### src/rtl/tcw_pkg.sv
`timescale 1ns / 1ps
// ----------------------------------------------------------------------------
// Text console writer package
// Transaction types, cell constants and the microcode word layout shared by
// the sequencer and the top level.
// ----------------------------------------------------------------------------
package tcw_pkg;

  typedef struct packed {
    logic       cmd;
    logic [7:0] char_code;
    logic [4:0] read_row;
    logic [6:0] read_col;
  } tcw_in_t;

  typedef struct packed {
    logic [15:0] cell_value;
    logic [4:0]  cursor_row;
    logic [6:0]  cursor_col;
    logic        did_scroll;
  } tcw_res_t;

  localparam logic [15:0] BLANK_CELL   = 16'h0720;
  localparam logic [7:0]  NEWLINE_CODE = 8'd10;
  localparam logic        CMD_PUT      = 1'b0;
  localparam logic        CMD_READ     = 1'b1;
  localparam logic        CFG_FORE     = 1'b0;
  localparam logic        CFG_BACK     = 1'b1;
  localparam logic [3:0]  FORE_RESET   = 4'd7;
  localparam logic [3:0]  BACK_RESET   = 4'd0;

  // Microcode step addresses.
  typedef logic [3:0] upc_t;
  localparam upc_t U_CLR      = 4'd0;
  localparam upc_t U_IDLE     = 4'd1;
  localparam upc_t U_DISP     = 4'd2;
  localparam upc_t U_DISP2    = 4'd3;
  localparam upc_t U_PUT      = 4'd4;
  localparam upc_t U_NL       = 4'd5;
  localparam upc_t U_CHK      = 4'd6;
  localparam upc_t U_SC_PRIME = 4'd7;
  localparam upc_t U_SC_COPY  = 4'd8;
  localparam upc_t U_SC_BLANK = 4'd9;
  localparam upc_t U_SC_END   = 4'd10;
  localparam upc_t U_RD       = 4'd11;
  localparam upc_t U_RD2      = 4'd12;
  localparam upc_t U_DONE     = 4'd13;

  typedef enum logic [1:0] {
    WS_NONE,
    WS_BLANK,
    WS_COPY,
    WS_PUT
  } wsrc_e;

  typedef enum logic [1:0] {
    RS_NONE,
    RS_ROW,
    RS_ROW1,
    RS_REQ
  } rsrc_e;

  typedef enum logic [1:0] {
    PTR_HOLD,
    PTR_INC,
    PTR_CLR,
    PTR_KEEP
  } ptr_op_e;

  typedef enum logic [1:0] {
    CUR_HOLD,
    CUR_ADV,
    CUR_NEWROW,
    CUR_BOTTOM
  } cur_op_e;

  typedef enum logic [2:0] {
    C_NEVER,
    C_ALWAYS,
    C_NOT_START,
    C_IS_READ,
    C_IS_NL,
    C_NO_OVF,
    C_NOT_LAST_COPY,
    C_NOT_LAST_CELL
  } cond_e;

  typedef struct packed {
    logic    idle;
    wsrc_e   wsrc;
    rsrc_e   rsrc;
    ptr_op_e ptr_op;
    cur_op_e cur_op;
    logic    load_cell;
    logic    emit;
    cond_e   cond;
    upc_t    target;
  } tcw_uword_t;

  typedef struct packed {
    logic start;
    logic is_read;
    logic is_nl;
    logic ovf;
    logic last_copy;
    logic last_cell;
  } tcw_flags_t;

endpackage

### src/rtl/tcw_useq.sv
`timescale 1ns / 1ps
// ----------------------------------------------------------------------------
// Text console microsequencer
// Step counter and control store; each step issues one control word and
// either falls through or takes a conditional jump.
// ----------------------------------------------------------------------------
module tcw_useq
  import tcw_pkg::*;
(
  input  logic       clk_i,
  input  logic       rst_ni,
  input  tcw_flags_t flags_i,
  output tcw_uword_t uword_o
);

  upc_t       upc_q;
  upc_t       upc_d;
  tcw_uword_t uw;
  logic       take;

  function automatic tcw_uword_t rom(input upc_t a);
    tcw_uword_t w;
    w.idle      = 1'b0;
    w.wsrc      = WS_NONE;
    w.rsrc      = RS_NONE;
    w.ptr_op    = PTR_HOLD;
    w.cur_op    = CUR_HOLD;
    w.load_cell = 1'b0;
    w.emit      = 1'b0;
    w.cond      = C_NEVER;
    w.target    = U_IDLE;
    case (a)
      U_CLR: begin
        w.wsrc   = WS_BLANK;
        w.ptr_op = PTR_INC;
        w.cond   = C_NOT_LAST_CELL;
        w.target = U_CLR;
      end
      U_IDLE: begin
        w.idle   = 1'b1;
        w.cond   = C_NOT_START;
        w.target = U_IDLE;
      end
      U_DISP: begin
        w.cond   = C_IS_READ;
        w.target = U_RD;
      end
      U_DISP2: begin
        w.cond   = C_IS_NL;
        w.target = U_NL;
      end
      U_PUT: begin
        w.wsrc   = WS_PUT;
        w.cur_op = CUR_ADV;
        w.cond   = C_ALWAYS;
        w.target = U_CHK;
      end
      U_NL: begin
        w.cur_op = CUR_NEWROW;
      end
      U_CHK: begin
        w.ptr_op = PTR_CLR;
        w.cond   = C_NO_OVF;
        w.target = U_DONE;
      end
      U_SC_PRIME: begin
        w.rsrc = RS_ROW;
      end
      U_SC_COPY: begin
        w.wsrc   = WS_COPY;
        w.rsrc   = RS_ROW1;
        w.ptr_op = PTR_INC;
        w.cond   = C_NOT_LAST_COPY;
        w.target = U_SC_COPY;
      end
      U_SC_BLANK: begin
        w.wsrc   = WS_BLANK;
        w.ptr_op = PTR_INC;
        w.cond   = C_NOT_LAST_CELL;
        w.target = U_SC_BLANK;
      end
      U_SC_END: begin
        w.cur_op = CUR_BOTTOM;
        w.cond   = C_ALWAYS;
        w.target = U_DONE;
      end
      U_RD: begin
        w.rsrc = RS_REQ;
      end
      U_RD2: begin
        w.load_cell = 1'b1;
      end
      U_DONE: begin
        w.emit   = 1'b1;
        w.cond   = C_ALWAYS;
        w.target = U_IDLE;
      end
      default: begin
        w.cond   = C_ALWAYS;
        w.target = U_IDLE;
      end
    endcase
    return w;
  endfunction

  assign uw = rom(upc_q);

  always_comb begin
    case (uw.cond)
      C_NEVER:         take = 1'b0;
      C_ALWAYS:        take = 1'b1;
      C_NOT_START:     take = !flags_i.start;
      C_IS_READ:       take = flags_i.is_read;
      C_IS_NL:         take = flags_i.is_nl;
      C_NO_OVF:        take = !flags_i.ovf;
      C_NOT_LAST_COPY: take = !flags_i.last_copy;
      C_NOT_LAST_CELL: take = !flags_i.last_cell;
      default:         take = 1'b0;
    endcase
    upc_d = take ? uw.target : upc_q + upc_t'(1);
  end

  always_ff @(posedge clk_i or negedge rst_ni) begin
    if (!rst_ni) begin
      upc_q <= U_CLR;
    end else begin
      upc_q <= upc_d;
    end
  end

  assign uword_o = uw;

endmodule

### config.mk
export PLATFORM = sky130hd
export DESIGN_NAME = tcw_useq
export DESIGN_NICKNAME = d
export VERILOG_FILES = /design/src/rtl/tcw_pkg.sv /design/src/rtl/tcw_useq.sv
export SDC_FILE = /design/constraint.sdc
export NUM_CORES = 1
export LEC_CHECK = 0
export ABC_AREA = 1
export BUFFER_PORTS_ARGS = -buffer_cell sky130_fd_sc_hd__buf_2
export CORE_MARGIN = 2
export CORE_UTILIZATION = 46
export DETAILED_ROUTE_END_ITERATION = 10
export GPL_ROUTABILITY_DRIVEN = 1
export GPL_TIMING_DRIVEN = 0
export PLACE_DENSITY = 0.77
export SLEW_MARGIN = 20
export SYNTH_ARGS = -nofsm -noshare
export SYNTH_HDL_FRONTEND = slang
export SYNTH_SLANG_ARGS = --single-unit
### constraint.sdc
create_clock -name clk_i -period 2 [get_ports clk_i]
set_input_delay 0.3 -clock clk_i [delete_from_list [all_inputs] [get_ports clk_i]]
set_output_delay 0.3 -clock clk_i [all_outputs]
set_load 0.005 [all_outputs]
==> flow_summary.yaml, run 1 <==
final_layout:
  finish.net_count: 140
  reg_top3: "upc_q x4"
  finalCoreUtilization_pct: 66.1
  layout-drive-gt1-share_pct: 47.6
  syn_to_final_growth_pct: 35.8
  largest_register: "upc_q"
  num_antenna_cells: 0
  fin_cells: 141
  largest_register_ffs: 4
  stdcell_area_um2: 850
synthesis:
  yosys-top-cells-area: "nand2_1 (17%), dfrtp_1 (16%), nand3_1 (10%), ha_1 (8.0%), inv_1 (6.6%)"
  ys_ff_latch: 4
  synthTopCellsByCount: "nand2_1 (28), nand3_1 (13), inv_1 (11)"
  yosys.area.top_type: "nand2_1"
  postSynth.asyncResetShare_pct: 100
  synth_most_common_cell: "nand2_1"
  yosysSeqAreaShare_pct: 16.0
  synthCells: 96
  syn-num-nets: 108
  synth-edff-count: 0
  ys_warn_count: 0
  synth_top_area_share_pct: 16.8
  synth_flop_cell: "dfrtp_1"
  syn_area_um2: 626
  syn_area_per_cell_um2: 6.52
  ys_types: 24
sta:
  worstMarginPinSlew_ns: 0.261
  min_period_ns: 1.89
  setup_viol: 0
  hold_ws_ns: 0.426
  finClkSkew_ns: 0.00108
  period_share_pct: 94.7
  setup_ws_ns: 0.106
  hold_violations: 0
  slew_headroom_pct: 82.6
  slew_viol_final: 0
  setup_tns_ns: 0
  fmax_mhz: 528
critical_path:
  cp-end-kind: "output port"
  worstPathRequired_ns: 1.70
  r2r_end: "upc_q[0]"
  ff2ff_setup_slack_ns: 0.30
  rr_startpoint: "upc_q[1]"
  critPathLaunchType: "flip-flop"
  reg2reg_depth: 10
  crit_path_max_fanout: 6
  cp.arrival_ns: 1.59
  critical_path_class: "reg2out"
power:
  total_leakage_power_nw: 0.516
  pwr_density_cell_nw_per_um2: 2130
  power_mw: 1.81
  ir_drop_mv: 1.11
placed_design:
  dpl.hpwl_um: 1220
  placed_cells: 136
  port-buffer-count: 25
  place_congestion: 0.796
  pre_cts_slack_ns: 0.0805
  place_area_um2: 769
detailed_routing:
  dr.pass1.iters: 4
  wl_per_cell_um: 11.0
  route.detailed.drc: 0
  antenna_left: 0
  post_drt_via_cell_ratio: 4.93
  vias: 695
  first_iter_violations: 12
  routed_wl_um: 1560
global_routing:
  grt_pass1_vias: 560
  grt_max_degree: 11
  grt_usage_pct: 22.2
  overflow: 0
  antenna_found_initial: 0
  grt_pass1_wl_um: 2390
floorplan:
  start_util_pct: 48.7
  coreArea_um2: 1280
  die_y_um: 40.9
  ios: 26
  num_rows: 13
  dieArea_um2: 1670
  fp.dieW_um: 40.9
cts:
  clkLatencyLatePin_ns: 0.23
  cts_tree: "built"
  cts_buffers: 3
  clk_path_buf_depth: 2
  path_clk_slew_ns: 0.04
  htree_levels: 1
  cts_root_buf: "clkbuf_4"
  clock-sinks: 4
status:
  status: "completed"
job:
  cap_violations: 0
min_path:
  hold_class: "in2async"
[cell families after synthesis]
family	Yosys count	synth area share, %
xor gates and xnor gates	2	2.80
adders and majority gates	4	8.00
AOI/OAI and AO/OA	6	5.80
and+or+nand+nor	65	56.8
buffers and inverters	15	10.6
DFF	4	16.0
[metal layers]
metal	vias up	global-route usage, %	share of wire, %
li1	364	-	-
met1	318	30.4	46
met2	13	32.8	51
met3	0	4.89	3.2
met4	0	10.0	0
met5	-	0	0
[area by class of cell]
cell class                      count  area [um^2]
Buffer                              1         11.3
Fill cell                         120          435
Inverter                           14         57.6
Timing Repair Buffer               27          143
Multi-Input combinational cell     77          494
Tap cell                           15         18.8
Clock buffer                        3         22.5
Sequential cell                     4          103
[repair_timing]
item | in CTS | in global routing
endpoints found under the hold margin | 4 | 0
gates resized for setup | 3 | 10
setup endpoints to repair | 2 | 8
buffers inserted | 0 | 1
hold buffers | 1 | 0
[worst max-delay path: stages (launching register included)]
cell and delay [ns]:
dfrtp_2 0.44, inv_4 0.10, ha_4 0.18, nand3_4 0.11
nand2_2 0.12, nor2_2 0.06, nor3_1 0.13, nand2_1 0.10
buf_2 0.14
[layout by cell type, fill, tap and decap left out, drive strengths merged]
cell type / count
a21oi: 1
inv: 13
nor3: 1
nand3: 18
clkinv: 1
dfrtp: 4
dlygate4sd3: 1
o21ai: 4
o21a: 1
ha: 4
nand2: 35
clkbuf: 3
nor2: 10
xor2: 2
nand4: 1
buf: 27
[report_power, final]
part / internal [mW] / switching, mW
logic: 0.595 / 0.928
clock network: 0.0668 / 0.0284
registers: 0.131 / 0.0598
total: 0.794 / 1.02
[worst max-delay path by stage]
stage / start / to / slack [ns] / depth (start not counted)
2_1_floorplan: upc_q[0] / upc_q[3] / 0.32 / 12
3_3_place_gp: upc_q[0] / upc_q[2] / 0.15 / 12
3_5_place_dp: upc_q[0] / upc_q[0] / 0.08 / 10
4_1_cts: upc_q[0] / uword_o[0] / -0.008 / 8
5_1_grt: upc_q[0] / uword_o[0] / -0.0008 / 8
6_report: upc_q[0] / uword_o[0] / 0.11 / 8
(Power assumes the default switching activity.)
==> run 2, diff against run 1 <==
--- a/config.mk
+++ b/config.mk
@@ -13,6 +13,7 @@
 export GPL_ROUTABILITY_DRIVEN = 1
 export GPL_TIMING_DRIVEN = 0
 export PLACE_DENSITY = 0.77
+export RECOVER_POWER = 25
 export SLEW_MARGIN = 20
 export SYNTH_ARGS = -nofsm -noshare
 export SYNTH_HDL_FRONTEND = slang
==> run 2 against run 1 <==
  * Largest cell class unchanged
  * Largest power group unchanged
  * Setup slack hardly changed
  * First-iteration DRC count unchanged
  * Highest routed layer unchanged
  * Sequential share of layout area barely moved
  * Flip-flop and latch count unchanged
==> flow_summary.yaml, run 2 (synthesis results as in run 1) <==
critical_path:
  reg2reg_depth: 10
  cp.arrival_ns: 1.59
  worstPathRequired_ns: 1.70
  critical_path_class: "reg2out"
  crit_path_max_fanout: 6
  ff2ff_setup_slack_ns: 0.30
  critPathSlowestCell: "dfrtp_2"
  crit_chain: "inv_4, ha_4, nand3_4, nand2_2, nor2_2, nor3_1, nand2_1, buf_2"
  critPathLaunchType: "flip-flop"
  cpPeakStageDelay_ns: 0.44
  cp-end-kind: "output port"
status:
  status: "completed"
detailed_routing:
  route.detailed.drc: 0
  routed_wl_um: 1560
  vias: 696
  post_drt_via_cell_ratio: 4.94
  wl_per_cell_um: 11.0
  antenna_left: 0
  first_iter_violations: 12
  dr.pass1.iters: 4
final_layout:
  multi_input_area_um2: 494
  num_antenna_cells: 0
  reg_top3: "upc_q x4"
  layout-drive-gt1-share_pct: 46.8
  largest_register: "upc_q"
  stdcell_area_um2: 848
  finish.net_count: 140
  finalCoreUtilization_pct: 66.0
  final_common_cell: "nand2_1"
  layout_common_cells: "nand2_1 (28), buf_2 (24), nand3_1 (12)"
  regArea_um2: 103
  largest_register_ffs: 4
  syn_to_final_growth_pct: 35.6
  fill_cells: 121
placed_design:
  place_congestion: 0.796
  pre_cts_slack_ns: 0.0805
  port-buffer-count: 25
  dpl.hpwl_um: 1220
  place_area_um2: 769
cts:
  cts_tree: "built"
  cts_root_buf: "clkbuf_4"
  clock-sinks: 4
  clkLatencyLatePin_ns: 0.23
  htree_levels: 1
  cts_buffers: 3
  path_clk_slew_ns: 0.04
  clk_path_buf_depth: 2
min_path:
  hold_class: "in2async"
floorplan:
  dieArea_um2: 1670
  coreArea_um2: 1280
  num_rows: 13
  ios: 26
  fp.dieW_um: 40.9
  die_y_um: 40.9
  start_util_pct: 48.7
power:
  total_leakage_power_nw: 0.513
  pwr_density_cell_nw_per_um2: 2130
  swShare_pct: 56.2
  clockPowerShare_pct: 5.3
  switchingPower_mw: 1.02
  p_int_mw: 0.793
  power.share.sequential_pct: 10.6
  ir_drop_mv: 1.11
  combPwrFrac_pct: 84.2
  power_mw: 1.81
global_routing:
  grt_pass1_wl_um: 2390
  grt_usage_pct: 22.2
  grt_max_degree: 11
  overflow: 0
  grt_pass1_vias: 560
  antenna_found_initial: 0
sta:
  worstMarginPinSlew_ns: 0.261
  period_share_pct: 94.7
  setup_ws_ns: 0.106
  finClkSkew_ns: 0.000924
  hold_ws_ns: 0.444
  slew_viol_final: 0
  hold_violations: 0
  min_period_ns: 1.89
  setup_viol: 0
  slew_headroom_pct: 82.6
  fmax_mhz: 528
job:
  cap_violations: 0
## run 2: cell count changes in the layout (fill, tap and decap cells not counted), sizes merged
cell	change
buf	-1
clkbuf	+1
## run 2: layout make-up
cell class	instances	share of cell area, %
Buffer	1	1.33
Clock buffer	3	2.65
Inverter	14	6.78
Multi-Input combinational cell	77	58.3
Sequential cell	4	12.1
Tap cell	15	2.21
Timing Repair Buffer	27	16.7
## run 2: worst paths after layout
| kind | start | end |
|---|---|---|
| max | upc_q[0] | uword_o[0] |
| min | rst_ni | upc_q[3] |
| max reg2reg | upc_q[1] | upc_q[0] |
| min reg2reg | upc_q[0] | upc_q[0] |
| max in group asynchronous | rst_ni | upc_q[1] |
| min in group clk_i | flags_i[5] | upc_q[1] |
## run 2: critical path, delay by kind of cell (launching register included)
kind | cells | cell delay [ns]
buffers and inverters | 2 | 0.24
and+or+nand+nor | 5 | 0.52
adders and majority gates | 1 | 0.18
DFF | 1 | 0.44
## run 2: through the flow
step | cells | TNS (ns)
global route | 141 | -0.000834
CTS | 140 | -0.00813
floorplan | 96 | 0
finish | 141 | 0
global placement | 136 | 0
detailed placement | 136 | 0
## run 2: what timing repair did
item | 4_1_cts | 5_1_grt
setup buffers | 0 | 1
pin swaps | 0 | 0
hold buffers | 1 | 0
endpoints found under the hold margin | 4 | 0
gates resized for setup | 3 | 10
endpoints found under the setup margin | 2 | 8
## run 2: power groups by stage
stage               clock network (mW)  registers [mW]  logic [mW]
floorplan                            0           0.161        1.07
global placement                     0           0.167        1.42
detailed placement                   0           0.172        1.44
CTS                              0.100           0.172        1.46
global route                     0.105           0.201        1.71
finish                          0.0951           0.191        1.52
## run 2: layer usage
metal / GRT usage, % / wire (um) / up-vias
li1: - / - / 364
met1: 30.4 / 709 / 319
met2: 32.8 / 798 / 13
met3: 4.89 / 50 / 0
met4: 10.0 / 0 / 0
met5: 0 / 0 / -
